===== src/byte_offset_to_chs_mapper_unit_macros.svh =====
// Assertion helpers shared by the mapper's modules.
`ifndef BYTE_OFFSET_TO_CHS_MAPPER_UNIT_MACROS_SVH
`define BYTE_OFFSET_TO_CHS_MAPPER_UNIT_MACROS_SVH

// The consequent must hold in the same cycle as the antecedent.
`define BOCHS_ASSERT_NOW(label, clk, rstn, ante, cons, msg) \
    label: assert property (@(posedge clk) disable iff (!rstn) (ante) |-> (cons)) \
        else $error(msg);

// The consequent must hold in the cycle after the antecedent.
`define BOCHS_ASSERT_NEXT(label, clk, rstn, ante, cons, msg) \
    label: assert property (@(posedge clk) disable iff (!rstn) (ante) |=> (cons)) \
        else $error(msg);

`endif


===== src/bochs_pkg.sv =====
package bochs_pkg;

    // Field and register widths.
    localparam int unsigned CFG_IDX_W  = 3;
    localparam int unsigned CFG_DATA_W = 15;
    localparam int unsigned TRK_W      = 8;
    localparam int unsigned SEC_W      = 8;
    localparam int unsigned SIZE_W     = 15;
    localparam int unsigned BYTE_W     = 14;
    localparam int unsigned MODE_W     = 2;

    // Internal widths: a count of sectors, tracks or heads, the sector index
    // inside one disk image, sectors per disk and bytes per disk.
    localparam int unsigned CNT_W   = 9;
    localparam int unsigned IDX_W   = 17;
    localparam int unsigned UNITS_W = 18;
    localparam int unsigned MOD_W   = 32;

    localparam logic [SIZE_W-1:0] SIZE_MAX = 15'd16384;

    // Register indexes of the configuration port.
    typedef enum logic [CFG_IDX_W-1:0] {
        REG_FIRST_TRACK    = 3'd0,
        REG_LAST_TRACK     = 3'd1,
        REG_FIRST_HEAD     = 3'd2,
        REG_LAST_HEAD      = 3'd3,
        REG_SECTOR_BYTES   = 3'd4,
        REG_FIRST_SECTOR   = 3'd5,
        REG_LAST_SECTOR    = 3'd6,
        REG_INTERLACE_MODE = 3'd7
    } cfg_idx_t;

    // Interlace modes. The fourth code behaves as sector-only wrap.
    localparam logic [MODE_W-1:0] MODE_SEQUENCED   = 2'd0;
    localparam logic [MODE_W-1:0] MODE_INTERLEAVED = 2'd1;
    localparam logic [MODE_W-1:0] MODE_SECTOR_ONLY = 2'd2;

    // Geometry after reset.
    localparam logic [TRK_W-1:0]  RST_FIRST_TRACK  = 8'd0;
    localparam logic [TRK_W-1:0]  RST_LAST_TRACK   = 8'd79;
    localparam logic              RST_FIRST_HEAD   = 1'b0;
    localparam logic              RST_LAST_HEAD    = 1'b1;
    localparam logic [SIZE_W-1:0] RST_SECTOR_BYTES = 15'd256;
    localparam logic [SEC_W-1:0]  RST_FIRST_SECTOR = 8'd0;
    localparam logic [SEC_W-1:0]  RST_LAST_SECTOR  = 8'd9;
    localparam logic [MODE_W-1:0] RST_MODE         = MODE_SEQUENCED;

    // Derived geometry after reset: sectors per track, tracks (second digit
    // in sequenced mode), sectors per disk and bytes per disk.
    localparam logic [CNT_W-1:0] RST_NSEC =
        CNT_W'(RST_LAST_SECTOR - RST_FIRST_SECTOR + 1);
    localparam logic [CNT_W-1:0] RST_N2 =
        CNT_W'(RST_LAST_TRACK - RST_FIRST_TRACK + 1);
    localparam logic [UNITS_W-1:0] RST_UNITS =
        UNITS_W'(RST_NSEC * RST_N2 * (RST_LAST_HEAD - RST_FIRST_HEAD + 1));
    localparam logic [MOD_W-1:0] RST_DISK_MOD = MOD_W'(RST_UNITS * RST_SECTOR_BYTES);

    // Geometry as the datapath sees it.
    typedef struct packed {
        logic [TRK_W-1:0]  first_track;
        logic              first_head;
        logic [SEC_W-1:0]  first_sector;
        logic [MODE_W-1:0] mode;
        logic [SIZE_W-1:0] size;      // sector size clamped to 1..16384
        logic [CNT_W-1:0]  nsec;      // sector IDs per track
        logic [CNT_W-1:0]  n2;        // radix of the second digit
        logic [MOD_W-1:0]  disk_mod;  // bytes before the offset wraps
    } geom_t;

endpackage


===== src/bochs_cfg.sv =====
module bochs_cfg (
    input  logic                               aclk,
    input  logic                               aresetn,
    input  logic                               cfg_wr_en,
    input  bochs_pkg::cfg_idx_t                cfg_index,
    input  logic [bochs_pkg::CFG_DATA_W-1:0]   cfg_wdata,
    output bochs_pkg::geom_t                   geom_o
);
    import bochs_pkg::*;

    logic [TRK_W-1:0]   first_track_reg;
    logic [TRK_W-1:0]   last_track_reg;
    logic               first_head_reg;
    logic               last_head_reg;
    logic [SIZE_W-1:0]  sector_bytes_reg;
    logic [SEC_W-1:0]   first_sector_reg;
    logic [SEC_W-1:0]   last_sector_reg;
    logic [MODE_W-1:0]  mode_reg;

    logic [SIZE_W-1:0]  size_reg;
    logic [SIZE_W-1:0]  size_next;
    logic [CNT_W-1:0]   nsec_reg;
    logic [CNT_W-1:0]   nsec_next;
    logic [CNT_W-1:0]   n2_reg;
    logic [CNT_W-1:0]   n2_next;
    logic [UNITS_W-1:0] units_reg;
    logic [UNITS_W-1:0] units_next;
    logic [MOD_W-1:0]   disk_mod_reg;
    logic [MOD_W-1:0]   disk_mod_next;

    logic [SEC_W-1:0]   sec_span;
    logic [TRK_W-1:0]   trk_span;
    logic [CNT_W-1:0]   ntrk;
    logic               geo_ok;
    logic               two_heads;
    logic [CNT_W:0]     trk_hd;
    logic [CNT_W+CNT_W:0]         units_full;
    logic [SIZE_W+UNITS_W-1:0]    mod_full;

    // Register file, written one register at a time.
    always_ff @(posedge aclk) begin
        if (!aresetn) begin
            first_track_reg  <= RST_FIRST_TRACK;
            last_track_reg   <= RST_LAST_TRACK;
            first_head_reg   <= RST_FIRST_HEAD;
            last_head_reg    <= RST_LAST_HEAD;
            sector_bytes_reg <= RST_SECTOR_BYTES;
            first_sector_reg <= RST_FIRST_SECTOR;
            last_sector_reg  <= RST_LAST_SECTOR;
            mode_reg         <= RST_MODE;
        end else if (cfg_wr_en) begin
            case (cfg_index)
                REG_FIRST_TRACK:    first_track_reg  <= cfg_wdata[TRK_W-1:0];
                REG_LAST_TRACK:     last_track_reg   <= cfg_wdata[TRK_W-1:0];
                REG_FIRST_HEAD:     first_head_reg   <= cfg_wdata[0];
                REG_LAST_HEAD:      last_head_reg    <= cfg_wdata[0];
                REG_SECTOR_BYTES:   sector_bytes_reg <= cfg_wdata[SIZE_W-1:0];
                REG_FIRST_SECTOR:   first_sector_reg <= cfg_wdata[SEC_W-1:0];
                REG_LAST_SECTOR:    last_sector_reg  <= cfg_wdata[SEC_W-1:0];
                REG_INTERLACE_MODE: mode_reg         <= cfg_wdata[MODE_W-1:0];
                default: ;
            endcase
        end
    end

    // First derived stage: clamped sector size, digit radices and the
    // number of sectors in one pass over the disk. An inverted track or head
    // range, or sector-only wrap, keeps every item on the first track.
    always_comb begin
        sec_span = last_sector_reg - first_sector_reg;
        trk_span = last_track_reg - first_track_reg;
        ntrk     = CNT_W'(trk_span) + CNT_W'(1);

        if (sector_bytes_reg == '0) begin
            size_next = SIZE_W'(1);
        end else if (sector_bytes_reg > SIZE_MAX) begin
            size_next = SIZE_MAX;
        end else begin
            size_next = sector_bytes_reg;
        end

        if (last_sector_reg >= first_sector_reg) begin
            nsec_next = CNT_W'(sec_span) + CNT_W'(1);
        end else begin
            nsec_next = CNT_W'(1);
        end

        geo_ok    = (last_track_reg >= first_track_reg) && (last_head_reg >= first_head_reg);
        two_heads = last_head_reg != first_head_reg;

        if (geo_ok && (mode_reg == MODE_SEQUENCED || mode_reg == MODE_INTERLEAVED)) begin
            trk_hd = two_heads ? {ntrk, 1'b0} : {1'b0, ntrk};
        end else begin
            trk_hd = (CNT_W+1)'(1);
        end

        if (!geo_ok) begin
            n2_next = CNT_W'(1);
        end else if (mode_reg == MODE_INTERLEAVED) begin
            n2_next = two_heads ? CNT_W'(2) : CNT_W'(1);
        end else begin
            n2_next = ntrk;
        end

        // An inverted track or head range also pins the sector ID, so one
        // pass over the disk is a single sector.
        units_full = nsec_next * trk_hd;
        units_next = geo_ok ? units_full[UNITS_W-1:0] : UNITS_W'(1);
    end

    // Second derived stage: bytes per pass over the disk.
    always_comb begin
        mod_full      = size_reg * units_reg;
        disk_mod_next = mod_full[MOD_W-1:0];
    end

    always_ff @(posedge aclk) begin
        if (!aresetn) begin
            size_reg     <= RST_SECTOR_BYTES;
            nsec_reg     <= RST_NSEC;
            n2_reg       <= RST_N2;
            units_reg    <= RST_UNITS;
            disk_mod_reg <= RST_DISK_MOD;
        end else begin
            size_reg     <= size_next;
            nsec_reg     <= nsec_next;
            n2_reg       <= n2_next;
            units_reg    <= units_next;
            disk_mod_reg <= disk_mod_next;
        end
    end

    assign geom_o.first_track  = first_track_reg;
    assign geom_o.first_head   = first_head_reg;
    assign geom_o.first_sector = first_sector_reg;
    assign geom_o.mode         = mode_reg;
    assign geom_o.size         = size_reg;
    assign geom_o.nsec         = nsec_reg;
    assign geom_o.n2           = n2_reg;
    assign geom_o.disk_mod     = disk_mod_reg;

endmodule


===== config.mk =====
export PLATFORM = sky130hd
export DESIGN_NAME = bochs_cfg
export DESIGN_NICKNAME = d
export VERILOG_FILES = /design/src/byte_offset_to_chs_mapper_unit_macros.svh /design/src/bochs_pkg.sv /design/src/bochs_cfg.sv
export SDC_FILE = /design/constraint.sdc
export NUM_CORES = 1
export LEC_CHECK = 0
export ABC_AREA = 1
export BUFFER_PORTS_ARGS = -buffer_cell sky130_fd_sc_hd__buf_2
export CAP_MARGIN = 20
export CORE_MARGIN = 8
export CORE_UTILIZATION = 55
export DETAILED_ROUTE_END_ITERATION = 7
export GPL_TIMING_DRIVEN = 0
export PLACE_DENSITY = 0.81
export REMOVE_ABC_BUFFERS = 1
export SYNTH_ARGS = -nofsm -noshare
export SYNTH_HDL_FRONTEND = slang
export SYNTH_SLANG_ARGS = --single-unit

===== constraint.sdc =====
create_clock -name aclk -period 14.9 [get_ports aclk]
set_input_delay 1.49 -clock aclk [delete_from_list [all_inputs] [get_ports aclk]]
set_output_delay 1.49 -clock aclk [all_outputs]
set_load 0.01 [all_outputs]

==> results of run 1 <==
==> critical path, delay by kind of cell (launching register included) <==
| family | cells | cell delay, ps |
|---|---|---|
| compound gates | 2 | 410 |
| flops | 1 | 860 |
| fa+ha+maj | 7 | 3550 |
| buf+inv | 3 | 180 |
| simple gates | 7 | 1640 |
==> metrics by stage <==
stage / utilization, % / hold slack, ps
2_1_floorplan: - / 430
3_3_place_gp: 57.9 / 443
3_5_place_dp: 57.9 / 442
4_1_cts: 59.9 / 456
5_1_grt: 59.9 / 481
6_report: 59.9 / 454
==> cells by family (layout without fill, tap and decap cells) <==
family          count (synthesis)  after routing
flops                         134            134
buf+inv                       623            687
simple gates                  767            767
fa+ha+maj                     412            412
xor+xnor                       19             19
compound gates                252            252
==> Yosys cell counts (8+ instances only) <==
master / number / area share [%]
inv_1: 542 / 12
nand2_1: 495 / 11
fa_1: 263 / 31
nor2_1: 165 / 3.7
ha_1: 149 / 11
dfxtp_1: 134 / 16
a21oi_1: 115 / 3.4
o21ai_0: 91 / 2.7
clkbuf_1: 64 / 1.4
nand3_1: 45 / 1.3
nand4_1: 19 / 0.70
xor2_1: 10 / 0.52
a21o_1: 9 / 0.40
xnor2_1: 9 / 0.47
inv_2: 8 / 0.18
nor3_1: 8 / 0.24
==> final timing paths <==
check                                                        from                          end  slack [ps]  cells after the start
worst min-delay path            sector_bytes_reg[11]$_SDFFE_PN0P_      size_reg[11]$_SDFF_PP0_         450                      2
worst max register to register             size_reg[0]$_SDFF_PN0_  disk_mod_reg[26]$_SDFF_PN0_        8170                     19
worst min register to register  sector_bytes_reg[11]$_SDFFE_PN0P_      size_reg[11]$_SDFF_PP0_         450                      2
worst max-delay path                       size_reg[0]$_SDFF_PN0_  disk_mod_reg[26]$_SDFF_PN0_        8170                     19
==> power groups by stage <==
stage	Combinational, uW	Sequential (uW)	Clock [uW]
after floorplan	433	453	0
after global placement	567	478	0
after detailed placement	590	479	0
after CTS	599	472	449
after global routing	689	479	464
final	602	476	443
==> cell type report <==
type / count / share of cell area (%)
multi-input cells: 1450 / 65.0
flip-flops and latches: 134 / 14.7
inverters: 551 / 11.4
repair buffers: 104 / 2.87
well taps: 396 / 2.72
clock buffers: 17 / 2.33
clock inverters: 15 / 0.982
==> layer usage <==
metal / part of all wire [%] / track usage, % / up-vias
met5: 0 / 0 / -
met4: 3.1 / 9.65 / 0
met3: 9.0 / 5.75 / 123
met2: 48 / 43.6 / 656
met1: 39 / 31.0 / 6870
li1: - / - / 6685
==> results.py, run 1 <==
metrics = {
    "die": {
        "die_area_sq_mm": 0.0366,
        "initial_core_util_pct": 55.5,
        "rows": 64,
        "ioPinCount": 105,
        "core-area_sq_mm": 0.0304,
        "die_h_microns": 191,
        "dieWidth_microns": 191,
    },
    "cells_and_area": {
        "finalNetCount": 2691,
        "area_growth_pct": 7.92,
        "fin_cells": 2667,
        "multi_input_area_sq_mm": 0.0118,
        "ff_latch_area_sq_mm": 0.00268,
        "layout_common_cells": "542 x inv_1, 495 x nand2_1, 263 x fa_1, 165 x nor2_1, 149 x ha_1",
        "final_cell_area_sq_mm": 0.0182,
        "num_antenna_cells": 0,
        "fillers": 2581,
        "drive_gt1_share_pct": 7.79,
        "largest_reg_flops": 32,
        "final_common_cell": "inv_1",
    },
    "worst_setup_path": {
        "slowest_stage": "dfxtp_1",
        "path_cells": "nand2_1 > fa_1 > fa_1 > inv_1 > fa_1 > inv_1 > fa_1 > fa_1 > fa_1 > inv_1 > ha_1 > nand4_1 > nor3_1 > nand4_1 > nand3_1 > a21oi_1 > o21ai_0 > nor2_1 > nor2_1",
        "worst_setup_path_end_kind": "register",
        "startpoint_type": "register",
        "cp_common_cell": "fa_1",
        "cpPeakStageDelay_ps": 860,
        "worstPathArrival_ps": 7070,
        "cp.required_ps": 15240,
        "setup.worst_path.class": "register to register",
        "crit_fanout": 19,
    },
    "status": {
        "status": "finished clean",
    },
    "route": {
        "routedWlPerCell_microns": 16.8,
        "drt_iter0_drc": 1130,
        "routed_wl_microns": 44800,
        "dr.pass1.iters": 7,
        "vias_per_cell": 5.37,
        "ant_nets": 0,
        "dr_total_vias": 14300,
        "drc": 0,
    },
    "power": {
        "power_density_mw_per_mm2": 83.5,
        "ir_drop_v": 0.0000881,
        "p_comb_share_pct": 39.6,
        "leakage_uw": 0.0101,
        "swShare_pct": 43.9,
        "power_uw": 1520,
        "p_int_uw": 853,
        "clkPwrFrac_pct": 29.1,
        "p_seq_share_pct": 31.3,
        "power.switching_uw": 668,
    },
    "grt": {
        "grt_pass1_wl_microns": 74700,
        "grt_usage_pct": 25.5,
        "grt_pass1_vias": 15400,
        "antenna_found_initial": 0,
        "grt-ovfl-total": 0,
        "grt_start_max_net_pins": 90,
    },
    "sta": {
        "slew_headroom_pct": 34.8,
        "worstMarginPinSlew_ps": 977,
        "rsz0062_at_grt": "false",
        "post-route-period-util_pct": 45.2,
        "fmax_ghz": 0.149,
        "period_minus_slack_ps": 6730,
        "final-hold-violation-count": 0,
        "tns_ps": 0,
        "finalWorstSetupSlack_ps": 8170,
        "slew_violations": 0,
        "skew_ps": 9.23,
        "setup_viol": 0,
    },
    "clocking": {
        "clock_latency_ps": 440,
        "cts_buffer_depth": 2,
        "clk_pin_slew_ps": 70,
        "cts_sinks": 134,
        "cts-root-buf": "clkbuf_16",
        "htreeDepth": 4,
        "cts_tree": "built",
        "hold_buffers": 0,
        "ctsResizeCount": 0,
        "cts_buffers": 17,
        "post_cts_buffers": 0,
    },
    "synthesis": {
        "syn_area_per_cell_sq_um": 7.65,
        "postSynth.asyncResetShare_pct": 0,
        "ys_warn_count": 0,
        "synth_flop_cell": "dfxtp_1",
        "synth_top_family_by_area": "adder cells",
        "syn_area_sq_mm": 0.0169,
        "synth.area.mux_share_pct": 0,
        "synth-xor-area-share_pct": 0.986,
        "synth_fa_ha_area_share_pct": 42.2,
        "syn_inst": 2207,
        "yosysSeqAreaShare_pct": 15.9,
        "ys_ff_latch": 134,
        "synth-simple-area-share_pct": 18.6,
        "synth_edf_count": 0,
        "synth-compound-area-share_pct": 8.35,
        "yosysUniqueCellTypes": 51,
    },
    "place": {
        "place_area_sq_mm": 0.0176,
        "place_ws_ps": 8360,
        "dp.cells": 2635,
        "io_buffers": 104,
        "hpwl_microns": 34300,
        "gp_congestion": 0.928,
    },
    "flow_run": {
        "maxCapViolCount": 0,
    },
    "worst_hold_path": {
        "hp-class": "register to register",
    },
}
Power figures use the tool's default switching activity.
==> inputs of run 2 (changes only) <==
clock period = 6.95 ns   (was 14.9 ns; I/O delays follow)
==> results.py, run 2 (same netlist as run 1, synthesis figures left out) <==
metrics = {
    "power": {
        "leakage_uw": 0.0101,
        "ir_drop_v": 0.000189,
        "power_density_mw_per_mm2": 179,
    },
    "worst_hold_path": {
        "hold_path.startpoint": "sector_bytes_reg[11]$_SDFFE_PN0P_",
        "min_to": "size_reg[11]$_SDFF_PP0_",
        "hp-class": "register to register",
        "hold-path-cell-count": 2,
    },
    "clocking": {
        "post_cts_buffers": 0,
        "cts_sinks": 134,
        "cts_buffers": 17,
        "clock_latency_ps": 440,
        "cts_buffer_depth": 2,
        "clk_pin_slew_ps": 70,
        "htreeDepth": 4,
        "cts_tree": "built",
        "cts-root-buf": "clkbuf_16",
    },
    "worst_setup_path": {
        "worst_setup_path_end_kind": "register",
        "reg2reg_depth": 19,
        "slowest_stage": "dfxtp_1",
        "crit_start": "size_reg[4]$_SDFF_PP0_",
        "r2r_start": "size_reg[4]$_SDFF_PP0_",
        "worstPathArrival_ps": 6990,
        "cpPeakStageDelay_ps": 900,
        "cp.required_ps": 7300,
        "cp_common_cell": "fa_1",
        "regToRegSetupSlack_ps": 310,
        "path_cells": "nand2_1 > fa_1 > inv_1 > fa_1 > inv_1 > fa_1 > fa_1 > inv_1 > fa_1 > fa_1 > ha_1 > nand4_1 > nor3_1 > nand4_1 > nand3_1 > a21oi_1 > o21ai_0 > nor2_1 > nor2_1",
        "startpoint_type": "register",
        "r2r_end": "disk_mod_reg[26]$_SDFF_PN0_",
        "critPathTopFamily": "adder cells",
        "cp_num_buf_inv": 3,
        "setup.worst_path.class": "register to register",
        "crit_fanout": 19,
    },
    "sta": {
        "slew_violations": 0,
        "fmax_ghz": 0.151,
        "post-route-period-util_pct": 95.6,
        "skew_ps": 11.5,
        "slew_headroom_pct": 34.8,
        "setup_viol": 0,
        "tns_ps": 0,
        "period_minus_slack_ps": 6640,
        "rsz0062_at_grt": "false",
        "whs_ps": 454,
        "worstMarginPinSlew_ps": 977,
        "final-hold-violation-count": 0,
    },
    "grt": {
        "grt_pass1_vias": 15400,
        "grt_usage_pct": 25.5,
        "grt_pass1_wl_microns": 74700,
        "grt-ovfl-total": 0,
        "grt_start_max_net_pins": 90,
        "antenna_found_initial": 0,
    },
    "die": {
        "ioPinCount": 105,
        "dieWidth_microns": 191,
        "die_area_sq_mm": 0.0366,
        "initial_core_util_pct": 55.5,
        "die_h_microns": 191,
        "rows": 64,
        "core-area_sq_mm": 0.0304,
    },
    "cells_and_area": {
        "num_antenna_cells": 0,
        "largest_reg_flops": 32,
        "final_common_cell": "inv_1",
        "finalNetCount": 2691,
        "layout_common_cells": "542 x inv_1, 495 x nand2_1, 263 x fa_1, 165 x nor2_1, 149 x ha_1",
        "drive_gt1_share_pct": 7.93,
        "area_growth_pct": 7.94,
        "fillers": 2584,
    },
    "route": {
        "vias_per_cell": 5.37,
        "routedWlPerCell_microns": 16.8,
        "ant_nets": 0,
        "dr.pass1.iters": 5,
        "routed_wl_microns": 44900,
        "dr_total_vias": 14300,
        "drt_iter0_drc": 1108,
        "drc": 0,
    },
    "place": {
        "hpwl_microns": 34300,
        "io_buffers": 104,
        "gp_congestion": 0.928,
    },
    "status": {
        "status": "finished clean",
    },
    "flow_run": {
        "maxCapViolCount": 0,
    },
}
## run 2: cell counts in the layout (fill, tap and decap cells not counted)
No cell type changed its count.
## run 2: timing repair
| item | in CTS | in global routing |
|---|---|---|
| gates resized for setup | 0 | 4 |
| hold buffers | 0 | 0 |
| setup endpoints to repair | 0 | 2 |
## run 2: power by group
group	leakage (uW)	internal (uW)	total, uW	switching (uW)
clock	0.000294	516	953	437
combinational	0.00871	472	1290	819
sequential	0.00109	841	1020	182
total	0.0101	1830	3270	1440
## run 2: layer usage
| metal | part of all wire (%) | wire (microns) | GRT usage, % | up-vias |
|---|---|---|---|---|
| met5 | 0 | 0 | 0 | - |
| met1 | 39 | 17700 | 31.0 | 6802 |
| li1 | - | - | - | 6691 |
| met3 | 9.2 | 4140 | 5.75 | 129 |
| met2 | 48 | 21600 | 43.6 | 705 |
| met4 | 3.3 | 1480 | 9.65 | 0 |
## run 2: tightest hold or removal path, stage by stage (launching register included)
cell and delay, ps:
dfxtp_1 310, inv_1 60, nor2_1 40
## run 2: layout make-up
cell class / count / area (sq um) / area share (%)
multi-input cells: 1450 / 11800 / 65.0
flip-flops and latches: 134 / 2690 / 14.7
clock buffers: 17 / 425 / 2.33
well taps: 396 / 495 / 2.72
clock inverters: 15 / 179 / 0.982
repair buffers: 104 / 523 / 2.87
inverters: 551 / 2070 / 11.3
## run 2: how the worst max path moves through the flow
stage / endpoint / slack (ps) / cells past startpoint
finish: disk_mod_reg[26]$_SDFF_PN0_ / 310 / 19
CTS: disk_mod_reg[26]$_SDFF_PN0_ / 310 / 19
global placement: disk_mod_reg[26]$_SDFF_PN0_ / 400 / 19
floorplan: units_reg[14]$_SDFF_PN0_ / 1180 / 28
global route: units_reg[17]$_SDFF_PN0_ / 10 / 28
detailed placement: disk_mod_reg[26]$_SDFF_PN0_ / 410 / 19
## run 2: per-stage QoR
stage	std cells	setup WS (ps)	total power (uW)	instance area (sq um)	utilization [%]
2_1_floorplan	2135	1180	1900	16600	-
4_1_cts	2667	313	3260	18200	59.9
5_1_grt	2667	11.5	3500	18200	59.9
3_3_place_gp	2635	404	2240	17600	57.9
3_5_place_dp	2635	409	2290	17600	57.9
6_report	2667	307	3270	18200	59.9
