### config.mk
export PLATFORM = sky130hd
export DESIGN_NAME = bochs_div
export DESIGN_NICKNAME = d
export VERILOG_FILES = /design/src/bochs_div.sv
export VERILOG_INCLUDE_DIRS = /design/src /design/src/src
export SDC_FILE = /design/constraint.sdc
export NUM_CORES = 1
export LEC_CHECK = 0
export CELL_PAD_IN_SITES_DETAIL_PLACEMENT = 0
export CELL_PAD_IN_SITES_GLOBAL_PLACEMENT = 1
export CORE_MARGIN = 4
export CORE_UTILIZATION = 53
export CTS_CLUSTER_SIZE = 30
export DETAILED_ROUTE_END_ITERATION = 7
export DONT_BUFFER_PORTS = 1
export PLACE_DENSITY_LB_ADDON = 0.1
export SETUP_SLACK_MARGIN = 0.1
export SYNTH_ARGS = -nofsm -noshare
export SYNTH_HDL_FRONTEND = slang
export SYNTH_SLANG_ARGS = --single-unit
### constraint.sdc
create_clock -name aclk -period 4.04 [get_ports aclk]
set_input_delay 0.404 -clock aclk [delete_from_list [all_inputs] [get_ports aclk]]
set_output_delay 0.404 -clock aclk [all_outputs]
set_load 0.005 [all_outputs]
### src/byte_offset_to_chs_mapper_unit_macros.svh
// Assertion helpers shared by the mapper's modules.
`ifndef BYTE_OFFSET_TO_CHS_MAPPER_UNIT_MACROS_SVH
`define BYTE_OFFSET_TO_CHS_MAPPER_UNIT_MACROS_SVH

// The consequent must hold in the same cycle as the antecedent.
`define BOCHS_ASSERT_NOW(label, clk, rstn, ante, cons, msg) \
    label: assert property (@(posedge clk) disable iff (!rstn) (ante) |-> (cons)) \
        else $error(msg);

// The consequent must hold in the cycle after the antecedent.
`define BOCHS_ASSERT_NEXT(label, clk, rstn, ante, cons, msg) \
    label: assert property (@(posedge clk) disable iff (!rstn) (ante) |=> (cons)) \
        else $error(msg);

`endif

### src/bochs_div.sv
`include "byte_offset_to_chs_mapper_unit_macros.svh"

module bochs_div #(
    parameter int unsigned VW  = 15,
    parameter int unsigned QW  = 17,
    parameter int unsigned SBW = 1
) (
    input  logic           aclk,
    input  logic           aresetn,
    input  logic           adv_i,
    input  logic           vld_i,
    input  logic [VW-1:0]  num_hi_i,
    input  logic [QW-1:0]  num_lo_i,
    input  logic [VW-1:0]  divisor_i,
    input  logic [SBW-1:0] sb_i,
    output logic           vld_o,
    output logic [QW-1:0]  quot_o,
    output logic [VW-1:0]  rem_o,
    output logic [SBW-1:0] sb_o
);
    // Restoring divider, one quotient bit per stage. The dividend is
    // {num_hi_i, num_lo_i} with num_hi_i below the divisor, so the quotient
    // fits in QW bits. The low dividend bits shift out of the top of qd_reg
    // while the quotient bits shift in at the bottom.

    logic [VW-1:0]  pr_reg  [QW];
    logic [QW-1:0]  qd_reg  [QW];
    logic [SBW-1:0] sb_reg  [QW];
    logic           vld_reg [QW];

    for (genvar j = 0; j < QW; j++) begin : g_step
        logic [VW-1:0]  pr_in;
        logic [QW-1:0]  qd_in;
        logic [SBW-1:0] sb_in;
        logic           vld_in;
        logic [VW:0]    trial;
        logic [VW+1:0]  diff;
        logic           take;
        logic [VW-1:0]  pr_next;
        logic [QW-1:0]  qd_next;

        if (j == 0) begin : g_first
            assign pr_in  = num_hi_i;
            assign qd_in  = num_lo_i;
            assign sb_in  = sb_i;
            assign vld_in = vld_i;
        end else begin : g_later
            assign pr_in  = pr_reg[j-1];
            assign qd_in  = qd_reg[j-1];
            assign sb_in  = sb_reg[j-1];
            assign vld_in = vld_reg[j-1];
        end

        // Bring down the next dividend bit and try to subtract the divisor.
        assign trial   = {pr_in, qd_in[QW-1]};
        assign diff    = {1'b0, trial} - {2'b00, divisor_i};
        assign take    = ~diff[VW+1];
        assign pr_next = take ? diff[VW-1:0] : trial[VW-1:0];
        assign qd_next = {qd_in[QW-2:0], take};

        always_ff @(posedge aclk) begin
            if (!aresetn) begin
                vld_reg[j] <= 1'b0;
            end else if (adv_i) begin
                vld_reg[j] <= vld_in;
            end
        end

        always_ff @(posedge aclk) begin
            if (adv_i) begin
                pr_reg[j] <= pr_next;
                qd_reg[j] <= qd_next;
                sb_reg[j] <= sb_in;
            end
        end
    end

    assign vld_o  = vld_reg[QW-1];
    assign quot_o = qd_reg[QW-1];
    assign rem_o  = pr_reg[QW-1];
    assign sb_o   = sb_reg[QW-1];

    // A finished remainder is always reduced below the divisor.
    `BOCHS_ASSERT_NOW(a_rem_reduced, aclk, aresetn, vld_o, rem_o < divisor_i,
        "divider remainder not below divisor")
    // A stall freezes the last stage.
    `BOCHS_ASSERT_NEXT(a_stall_holds, aclk, aresetn, !adv_i && vld_o,
        vld_o && $stable(quot_o) && $stable(rem_o), "divider output moved during stall")

endmodule

==> results.txt, run 1 <==
final setup fails = 0
Internal Power = 17.71 mW
hold depth = 2
CTS tree = built
ant diodes = 0
Die W = 250.8 um
DR iter-0 viols = 1247
# DRC = 0
pin count of the biggest net entering global routing = 515
Tmin final = 3.294 ns
fin. max-slew vios = 0
GRT overflow = 0
Fmax = 303.6 MHz
TNS Setup = 0 ns
CP endpoint kind = flop
TritonRoute pass-1 iters = 5
critical path arrival = 3.63 ns
routability cong. = 0.8612
critical path class = reg2reg
DR WL/cell = 19.15 um
reg2reg end = pr_reg[0][198]
placed cell area = 0.03233 mm^2
first-pass GRT wire length = 103600 um
skew final = 0.02032 ns
total track usage = 20.63%
post-synthesis sequential area ratio = 55.53%
Switching Share = 34.24%
postcts setup bufs = 0
clock-pin slew on the worst setup and hold paths = 0.06 ns
Vias/cell = 5.760
crit path launch type = flop
part of the cycle the worst path needs = 81.54%
Critical Path Fanout Max = 13
yosys warns = 0
combinational share of power = 40.6%
Filler cells = 4566
Leak = 13.57 nW
max reg flops = 289
Die Y = 250.8 um
die area = 0.06289 mm^2
Reg2Reg Setup Slack = 0.75 ns
initial core utilization = 53.84%
routed wire length = 65390 um
hold-fix buffers at CTS = 29
H-tree level count = 3
WHS = 0.03140 ns
Clock Sink Count = 578
length in cells of the worst reg-to-reg path = 12
outcome = completed
vias in the first global route = 19490
root buffer cell = clkbuf_16
Slew headroom = 6.920%
DR vias = 19670
Port Buffers = 0
Final HPWL DP = 43020 um
fin area = 0.03485 mm^2
syn_nets = 2829
row count = 88
syn avg cell area = 12.47 um^2
initial antenna violation count = 0
non-filler cells, final = 3414
pre-CTS WS = 0.4721 ns
post-route ant nets = 0
cells after synthesis = 2505
PnR worst setup slack = 0.7459 ns
Peak VDD IR = 0.4026 mV
Distinct cells, synth = 89
RSZ-0062 raised after global routing = no
Max Buffers Root-to-Sink = 3
Yosys reg bits = 578
Reg power frac = 36.8%
NetSw = 9.223 mW
Hold Startpoint = num_hi_i[0]
I/O pin cnt = 86
Post-synth top flop = edfxtp_1
async set or reset register ratio after synthesis = 0%
Hold Crit Class = in2reg
FF-to-FF Start = qd_reg[0][220]
share of post-route cells with drive strength above 1 = 10.08%
WP data required = 4.37 ns
area grow syn2layout = 11.56%
number of gates resized after cts = 0
Clk network pwr share = 22.6%
max_cap viols = 0
power per standard cell area = 772.9 mW/mm^2
nets@finish = 2920
Slew @ Worst Pin = 1.396 ns
dpl cells = 3264
Hold Path End = pr_reg[0][1]
Fin. Hold Viols = 0
core footprint = 0.05803 mm^2
CTS Buf Count = 66
cell area after synthesis = 0.03124 mm^2
Worst-Skew Late Latency = 0.60 ns
Post-synth EDFFs = 577
[power by group through the flow]
stage | sequential [mW] | combinational [mW] | clock (mW)
2_1_floorplan | 9.52 | 8.89 | 0
5_1_grt | 10.0 | 12.3 | 6.54
3_3_place_gp | 10.1 | 10.5 | 0
3_5_place_dp | 10.0 | 10.8 | 0
6_report | 9.91 | 10.9 | 6.10
4_1_cts | 9.93 | 10.9 | 6.25
[layout make-up]
class	instances	area, um^2	share of cell area, %
tap	765	957.2	2.746
timing repair buffer	65	653.1	1.874
clock inverter	46	509.2	1.461
inverter	99	371.6	1.066
multi-input combinational	1786	13310	38.18
clock buffer	75	1707	4.897
sequential	578	17350	49.77
[layout by cell type, fill, tap and decap left out, types with 9 or more instances in the layout]
cell / count
nor2b_1: 51
xnor2_1: 84
o211ai_1: 9
o21bai_1: 17
dlygate4sd3_1: 28
nand2b_1: 35
a21o_1: 75
xor2_1: 80
a31oi_1: 16
clkinv_2: 11
a21oi_1: 179
and2_1: 10
mux2_2: 83
nand2_1: 169
fa_1: 17
o31a_1: 17
nand3_1: 26
inv_1: 97
o21a_1: 47
o21ai_0: 179
or3_1: 10
mux2i_1: 21
edfxtp_1: 577
bufinv_16: 9
and3_1: 24
o31ai_1: 20
nand4_1: 9
clkbuf_16: 67
nor2_1: 157
a211oi_1: 21
buf_4: 30
nor3_1: 35
a21boi_0: 10
clkinv_1: 13
ha_1: 255
[synthesized netlist by cell type (all sizes together), types with 17 or more instances]
| cell type | instances | area share (%) |
|---|---|---|
| buf | 21 | 0.43 |
| a31oi | 17 | 0.36 |
| mux2 | 90 | 3.3 |
| nand2b | 35 | 0.70 |
| edfxtp | 577 | 55 |
| ha | 255 | 10 |
| o21ai | 191 | 3.1 |
| xor2 | 80 | 2.2 |
| a211oi | 21 | 0.50 |
| and3 | 24 | 0.48 |
| nand3 | 26 | 0.42 |
| fa | 17 | 1.1 |
| nor2b | 52 | 1.1 |
| o21bai | 17 | 0.41 |
| o31ai | 22 | 0.56 |
| xnor2 | 84 | 2.4 |
| nand2 | 170 | 2.1 |
| nor3 | 38 | 0.68 |
| inv | 99 | 1.2 |
| a21o | 75 | 1.8 |
| mux2i | 21 | 0.67 |
| clkbuf | 21 | 0.25 |
| a21oi | 181 | 2.9 |
| o31a | 17 | 0.48 |
| nor2 | 157 | 1.9 |
| o21a | 47 | 1.1 |
[worst max-delay path: stages (launching register included)]
cell      delay, ns
edfxtp_1       0.32
inv_1          0.05
ha_1           0.20
fa_1           0.41
nor2b_1        0.12
o21ai_0        0.08
nand2b_1       0.10
a31oi_1        0.17
o31ai_1        0.36
a22oi_1        0.19
o21ba_2        0.26
inv_1          0.38
mux2_2         0.40
[worst max path at each step]
stage,start,end,slack [ns],cells after the start
after global placement,divisor_i[5],pr_reg[0][24],0.48,9
after detailed placement,divisor_i[9],pr_reg[0][232],0.47,10
after CTS,qd_reg[0][220],pr_reg[0][198],0.72,12
after global routing,qd_reg[0][220],pr_reg[0][198],0.48,12
after floorplan,divisor_i[2],pr_reg[0][232],0.92,11
final,qd_reg[0][220],pr_reg[0][198],0.75,12
[kinds of logic (layout without fill, tap and decap cells)]
| family | count (synthesis) | count (layout) | share of synthesized area (%) |
|---|---|---|---|
| AOI/OAI and AO/OA | 680 | 680 | 14.13 |
| adders and majority gates | 272 | 272 | 11.30 |
| xor gates and xnor gates | 164 | 164 | 4.598 |
| buffers and inverters | 141 | 285 | 1.875 |
| and+or+nand+nor | 559 | 559 | 8.567 |
| DFF | 578 | 578 | 55.53 |
| muxes | 111 | 111 | 4.001 |
[stage by stage]
stage	utilization [%]	power, mW
global placement	55.71	20.59
floorplan	-	18.42
global route	60.06	28.85
detailed placement	55.71	20.82
CTS	60.06	27.09
finish	60.06	26.94
[metal layers]
layer,vias up,track usage (%),wire length (um)
met5,-,0,0
met2,341,35.20,31600
met3,137,3.476,2921
met4,0,7.989,2332
met1,9463,26.57,28530
li1,9724,-,-
No activity file was read; power rests on OpenSTA's default activity.
==> inputs of run 2 (changes only) <==
--- a/config.mk
+++ b/config.mk
@@ -6,10 +6,11 @@
 export SDC_FILE = /design/constraint.sdc
 export NUM_CORES = 1
 export LEC_CHECK = 0
+export ABC_AREA = 1
 export CELL_PAD_IN_SITES_DETAIL_PLACEMENT = 0
 export CELL_PAD_IN_SITES_GLOBAL_PLACEMENT = 1
 export CORE_MARGIN = 4
-export CORE_UTILIZATION = 53
+export CORE_UTILIZATION = 45
 export CTS_CLUSTER_SIZE = 30
 export DETAILED_ROUTE_END_ITERATION = 7
 export DONT_BUFFER_PORTS = 1
==> constraint.sdc (replaced) <==
create_clock -name aclk -period 2.7 [get_ports aclk]
set_input_delay 0.27 -clock aclk [delete_from_list [all_inputs] [get_ports aclk]]
set_output_delay 0.27 -clock aclk [all_outputs]
set_load 0.005 [all_outputs]
==> run 2 against run 1 <==
The run now ends with hold timing left; non-clock buffer count down 3; die area increased by 37%; core utilization fell by 9.6 points; critical endpoint is now pr_reg[1][7]; highest routed layer unchanged.
==> results.txt, run 2 <==
outcome = finished, violations left (was completed)
failing checks = hold timing
critical path class = reg2reg (unchanged)
fin area = 0.04070 mm^2 (was 0.03485 mm^2)
routability cong. = 0.8235 (was 0.8612)
final setup fails = 0 (unchanged)
# DRC = 0 (unchanged)
Final Power = 44.54 mW (was 26.94 mW)
dpl cells = 5478 (was 3264)
XOR/XNOR Fraction of Synth Area = 2.434% (was 4.598%)
nets@finish = 4860 (was 2920)
max_cap viols = 0 (unchanged)
non-filler cells, final = 5652 (was 3414)
die area = 0.08619 mm^2 (was 0.06289 mm^2)
Clock Sink Count = 578 (unchanged)
CTS Buf Count = 70 (was 66)
async set or reset register ratio after synthesis = 0% (unchanged)
top post-synthesis cells by area = edfxtp_1, nand2_1, ha_1, inv_1, nand3_1 (was edfxtp_1, ha_1, mux2_2, a21oi_1, o21ai_0)
length in cells of the worst reg-to-reg path = 13 (was 12)
CTS tree = built (unchanged)
Max Buffers Root-to-Sink = 3 (unchanged)
top cell type's share of synthesized area = 47.21% (was 55.47%)
commonest non-fill, non-tap cell in the layout = nand2_1 (was edfxtp_1)
first-pass GRT wire length = 138400 um (was 103600 um)
Die W = 293.6 um (was 250.8 um)
core footprint = 0.08068 mm^2 (was 0.05803 mm^2)
WHS = -0.06863 ns (was 0.03140 ns)
Hold Crit Class = in2reg (unchanged)
Die Y = 293.6 um (was 250.8 um)
syn avg cell area = 8.271 um^2 (was 12.47 um^2)
yosys warns = 0 (unchanged)
cells after synthesis = 4437 (was 2505)
I/O pin cnt = 86 (unchanged)
most frequent cells in the layout = nand2_1, inv_1, edfxtp_1 (was edfxtp_1, ha_1, a21oi_1, o21ai_0, nand2_1)
syn_nets = 4761 (was 2829)
Vias/cell = 4.730 (was 5.760)
H-tree level count = 3 (unchanged)
vias in the first global route = 25720 (was 19490)
initial antenna violation count = 1 (was 0)
power per standard cell area = 1094 mW/mm^2 (was 772.9 mW/mm^2)
area leader, netlist = edfxtp_1 (unchanged)
crit path launch type = flop (unchanged)
pin count of the biggest net entering global routing = 565 (was 515)
count leader, synth = nand2_1 (was edfxtp_1)
clock-pin slew on the worst setup and hold paths = 0.06 ns (about the same)
max reg flops = 289 (unchanged)
placed cell area = 0.03792 mm^2 (was 0.03233 mm^2)
main combinational cell family by area after synthesis = simple AND/OR/NAND/NOR gates (was compound AO/OA/AOI/OAI gates)
Peak VDD IR = 0.4770 mV (was 0.4026 mV)
Worst-Skew Late Latency = 0.61 ns (was 0.60 ns)
Slew headroom = 14.26% (was 6.920%)
GRT overflow = 0 (unchanged)
Leak = 19.86 nW (was 13.57 nW)
TNS Setup = 0 ns (unchanged)
part of the cycle the worst path needs = 89.11% (was 81.54%)
ant diodes = 0 (unchanged)
Final HPWL DP = 60310 um (was 43020 um)
postcts setup bufs = 0 (unchanged)
DR iter-0 viols = 1378 (was 1247)
Fin. Hold Viols = 2 (was 0)
initial core utilization = 45.49% (was 53.84%)
cell area after synthesis = 0.03670 mm^2 (was 0.03124 mm^2)
total track usage = 20.25% (was 20.63%)
Yosys reg bits = 578 (unchanged)
routed wire length = 86960 um (was 65390 um)
CP endpoint kind = flop (unchanged)
compound-cell area share of the yosys netlist = 3.924% (was 14.13%)
Fmax = 415.6 MHz (was 303.6 MHz)
RSZ-0062 raised after global routing = yes (was no)
Synth top cells by count = nand2_1, inv_1, edfxtp_1, nand3_1, ha_1 (was edfxtp_1, ha_1, a21oi_1, o21ai_0, nand2_1)
hold depth = 0 (was 2)
share of post-route cells with drive strength above 1 = 6.468% (was 10.08%)
Critical Path Fanout Max = 22 (was 13)
Tmin final = 2.406 ns (was 3.294 ns)
DR WL/cell = 15.39 um (was 19.15 um)
mux cell area share after synthesis = 0% (was 4.001%)
area grow syn2layout = 10.89% (was 11.56%)
WP data required = 3.04 ns (was 4.37 ns)
Adder-Cell Fraction of Synth Area = 9.621% (was 11.30%)
TritonRoute pass-1 iters = 5 (unchanged)
root buffer cell = clkbuf_16 (unchanged)
fin. max-slew vios = 0 (unchanged)
post-route ant nets = 0 (unchanged)
critical path arrival = 2.75 ns (was 3.63 ns)
skew final = 0.02126 ns (was 0.02032 ns)
Port Buffers = 0 (unchanged)
Distinct cells, synth = 24 (was 89)
Slew @ Worst Pin = 1.286 ns (was 1.396 ns)
Post-synth EDFFs = 577 (unchanged)
Simple-Gate Fraction of Synth Area = 27.04% (was 8.567%)
post-synthesis sequential area ratio = 47.27% (was 55.53%)
row count = 104 (was 88)
DR vias = 26740 (was 19670)
Post-synth top flop = edfxtp_1 (unchanged)
-- run 2: area by class of cell --
type                            count  area (um^2)
Tap cell                         1060         1326
Clock buffer                       82         1818
Inverter                          847         3182
Timing Repair Buffer               62        763.2
Sequential cell                   578        17350
Clock inverter                     46        459.2
Multi-Input combinational cell   2977        15800
Fill cell                        7841        39980
-- run 2: where the power goes --
part / total, mW / internal, mW / switching [mW]
Sequential: 15.0 / 13.4 / 1.61
Combinational: 20.3 / 7.35 / 12.9
Clock: 9.24 / 5.45 / 3.80
-- run 2: path summary, 6_finish.rpt --
path | startpoint | end | slack (ns)
worst max-delay path | qd_reg[0][271] | pr_reg[1][7] | 0.29
worst min-delay path | adv_i | qd_reg[0][248] | -0.07
worst max register to register | qd_reg[0][271] | pr_reg[1][7] | 0.29
worst min register to register | qd_reg[0][155] | qd_reg[0][173] | 0.41
-- run 2: layer usage --
layer,vias to the layer above,share of wire (%),routed length [um],GRT usage (%)
met5,-,0,0,0
met4,0,1.9,1639,4.822
met3,95,3.2,2792,2.309
met2,337,47,41200,34.96
met1,11970,48,41330,27.50
li1,14330,-,-,-
-- run 2: logic make-up (layout without fill, tap and decap cells) --
| kind of cell | Yosys count | in the layout |
|---|---|---|
| AND/OR/NAND/NOR | 2391 | 2391 |
| buffers and inverters | 882 | 1037 |
| flip-flops | 578 | 578 |
| adder cells (fa/ha/maj) | 272 | 272 |
| AO/OA/AOI/OAI | 212 | 212 |
| XOR/XNOR | 102 | 102 |
-- run 2: worst max-delay path, stage by stage (launching register included) --
cell and delay, ns:
edfxtp_1 0.35, inv_1 0.05, ha_1 0.20, fa_1 0.41
inv_1 0.09, nand3_1 0.08, nand3_2 0.11, nand2_1 0.06
nand2_1 0.12, nand2_2 0.08, nand2_4 0.14, inv_2 0.21
nand2_1 0.13, nand2_1 0.09
-- run 2: per-stage QoR --
stage	util, %	worst slack [ns]
after detailed placement	47.01	0.1428
after global routing	50.45	0.08653
after global placement	47.01	0.1409
after CTS	50.39	0.1322
final	50.45	0.2941
after floorplan	-	0.6435
-- run 2: what timing repair did --
item,CTS,global route
hold buffers,45,1
endpoints found under the hold margin,369,62
resized for setup,0,6
setup endpoints to repair,0,64
==> inputs of run 3 (changes only) <==
--- a/config.mk
+++ b/config.mk
@@ -9,7 +9,6 @@
 export ABC_AREA = 1
 export CELL_PAD_IN_SITES_DETAIL_PLACEMENT = 0
 export CELL_PAD_IN_SITES_GLOBAL_PLACEMENT = 1
-export CORE_MARGIN = 4
 export CORE_UTILIZATION = 45
 export CTS_CLUSTER_SIZE = 30
 export DETAILED_ROUTE_END_ITERATION = 7
==> run 3 against run 2 <==
The run ends with DRC left; clock power up 0.5%; sequential share of layout area increased by 0.053 points; clock skew rose by 0.0020 ns; cell count is 0.14% lower; worst setup slack better by 0.0078 ns.
==> results.txt, run 3 (synthesis gave the netlist of run 2 again) <==
H-tree level count = 3 (unchanged)
M1 GR Usage = 28.85% (was 27.50%)
CP top delay family = simple AND/OR/NAND/NOR gates (unchanged)
Port Buffers = 0 (unchanged)
Fmax = 417.0 MHz (was 415.6 MHz)
Critical Path Fanout Max = 22 (unchanged)
DR iter-0 viols = 1413 (was 1378)
GRT busiest layer = met2 (unchanged)
Leak = 19.84 nW (was 19.86 nW)
Filler cells = 7869 (was 7841)
Vias/cell = 4.716 (was 4.730)
Final Util = 50.38% (was 50.45%)
Die W = 287.6 um (was 293.6 um)
area of the multi-input gates = 0.01580 mm^2 (unchanged)
clock-pin slew on the worst setup and hold paths = 0.06 ns (about the same)
root buffer cell = clkbuf_16 (unchanged)
failing checks = DRC (was hold timing)
area grow syn2layout = 10.76% (was 10.89%)
outcome = finished, violations left (unchanged)
DR vias = 26620 (was 26740)
Tmin final = 2.398 ns (was 2.406 ns)
Clock Sink Count = 578 (unchanged)
ant diodes = 0 (unchanged)
share of post-route cells with drive strength above 1 = 6.435% (was 6.468%)
CP max stage delay = 0.42 ns (was 0.41 ns)
max reg flops = 289 (unchanged)
part of the cycle the worst path needs = 88.82% (was 89.11%)
Register Area = 0.01735 mm^2 (unchanged)
Bufs and invs on worst path = 3 (unchanged)
non-filler cells, final = 5644 (was 5652)
most frequent cells in the layout = nand2_1, inv_1, edfxtp_1 (unchanged)
Worst-Skew Late Latency = 0.62 ns (was 0.61 ns)
CP endpoint kind = flop (unchanged)
WP data required = 3.05 ns (was 3.04 ns)
pin count of the biggest net entering global routing = 565 (unchanged)
PnR worst setup slack = 0.3019 ns (was 0.2941 ns)
slowest CP cell = fa_1 (unchanged)
DR WL/cell = 15.48 um (was 15.39 um)
worst-path cell chain = inv_1 > ha_1 > fa_1 > inv_1 > nand3_1 > nand3_2 > nand2_1 > nand2_1 > nand2_2 > nand2_4 > inv_2 > nand2_1 > nand2_1 (unchanged)
core footprint = 0.08068 mm^2 (unchanged)
pre-CTS WS = 0.1628 ns (was 0.1428 ns)
Max Buffers Root-to-Sink = 3 (unchanged)
fin. max-slew vios = 0 (unchanged)
critical path class = reg2reg (unchanged)
RSZ-0062 raised after global routing = no (was yes)
TritonRoute pass-1 iters = 7 (was 5)
# DRC = 10 (was 0)
Slew headroom = 34.76% (was 14.26%)
first-pass GRT wire length = 138500 um (was 138400 um)
GRT overflow = 0 (unchanged)
Die Y = 287.6 um (was 293.6 um)
TNS Setup = 0 ns (unchanged)
Hold Crit Class = in2reg (unchanged)
Worst path most repeated cell = nand2_1 (unchanged)
dpl cells = 5479 (was 5478)
vias in the first global route = 25590 (was 25720)
I/O pin cnt = 86 (unchanged)
critical path arrival = 2.75 ns (about the same)
initial antenna violation count = 3 (was 1)
final setup fails = 0 (unchanged)
Slew @ Worst Pin = 0.9786 ns (was 1.286 ns)
CTS tree = built (unchanged)
max_cap viols = 0 (unchanged)
Peak VDD IR = 0.5247 mV (was 0.4770 mV)
routing usage on met2 = 36.40% (was 34.96%)
nets@finish = 4856 (was 4860)
routability cong. = 0.8562 (was 0.8235)
skew final = 0.02325 ns (was 0.02126 ns)
routed wire length = 87370 um (was 86960 um)
power per standard cell area = 1097 mW/mm^2 (was 1094 mW/mm^2)
die area = 0.08270 mm^2 (was 0.08619 mm^2)
post-route ant nets = 0 (unchanged)
CTS Buf Count = 69 (was 70)
Fin. Hold Viols = 0 (was 2)
crit path launch type = flop (unchanged)
total track usage = 21.48% (was 20.25%)
commonest non-fill, non-tap cell in the layout = nand2_1 (unchanged)
initial core utilization = 45.49% (unchanged)
grt met3 use = 2.655% (was 2.309%)
row count = 104 (unchanged)
Final HPWL DP = 60630 um (was 60310 um)
-- run 3: cell types whose count changed in the layout (fill, tap and decap cells not counted), moves of 2 or more --
cell and delta:
buf_4 +4, clkbuf_1 +4, clkbuf_16 -2, clkinv_1 -2, clkinv_2 -5, clkinv_4 +3, clkinvlp_4 -6, dlygate4sd3_1 -7
inv_2 -3, inv_4 +3
-- run 3: path summary, 6_finish.rpt --
| path | from | end | slack (ns) | depth (start not counted) |
|---|---|---|---|---|
| max | qd_reg[0][186] | pr_reg[0][173] | 0.30 | 13 |
| min | adv_i | qd_reg[0][86] | 0.01 | 0 |
| max reg2reg | qd_reg[0][186] | pr_reg[0][173] | 0.30 | 13 |
| min reg2reg | qd_reg[0][219] | qd_reg[0][237] | 0.41 | 0 |
-- run 3: power by group --
part / switching, mW / total [mW] / internal (mW)
combinational: 12.9 / 20.3 / 7.37
clock: 3.85 / 9.29 / 5.44
sequential: 1.64 / 15.0 / 13.4
total: 18.4 / 44.6 / 26.2
-- run 3: cell type report --
class	count	share of cell area, %
Sequential cell	578	42.68
Multi-Input combinational cell	2977	38.88
Inverter	847	7.846
Clock buffer	84	4.386
Tap cell	1060	3.263
Timing Repair Buffer	59	1.798
Clock inverter	39	1.154
-- run 3: worst register-to-register path, cell delays in order, from the launching register on --
cell and delay [ns]:
edfxtp_1 0.35, inv_1 0.05, ha_1 0.22, fa_1 0.42
inv_1 0.10, nand3_1 0.08, nand3_2 0.11, nand2_1 0.06
nand2_1 0.10, nand2_2 0.07, nand2_4 0.15, inv_2 0.22
nand2_1 0.12, nand2_1 0.09
-- run 3: through the flow --
step                power [mW]  hold WS, ns  area (um^2)
floorplan                30.83       0.3689        36700
global placement         35.36       0.3689        37930
detailed placement       35.40       0.3689        37930
CTS                      44.98      -0.1740        40570
global route             48.64     -0.04074        40650
finish                   44.60      0.01205        40650
-- run 3: metal layers --
layer  part of all wire [%]  wire length, um
met5                      0                0
met4                    2.0             1760
met3                    3.8             3295
met2                     47            41360
met1                     47            40960
-- run 3: what timing repair did --
| action | CTS | global route |
|---|---|---|
| setup buffers | 0 | 3 |
| resized for setup | 0 | 11 |
| hold endpoints to repair | 358 | 91 |
| endpoints found under the setup margin | 0 | 69 |
| hold buffers | 38 | 1 |
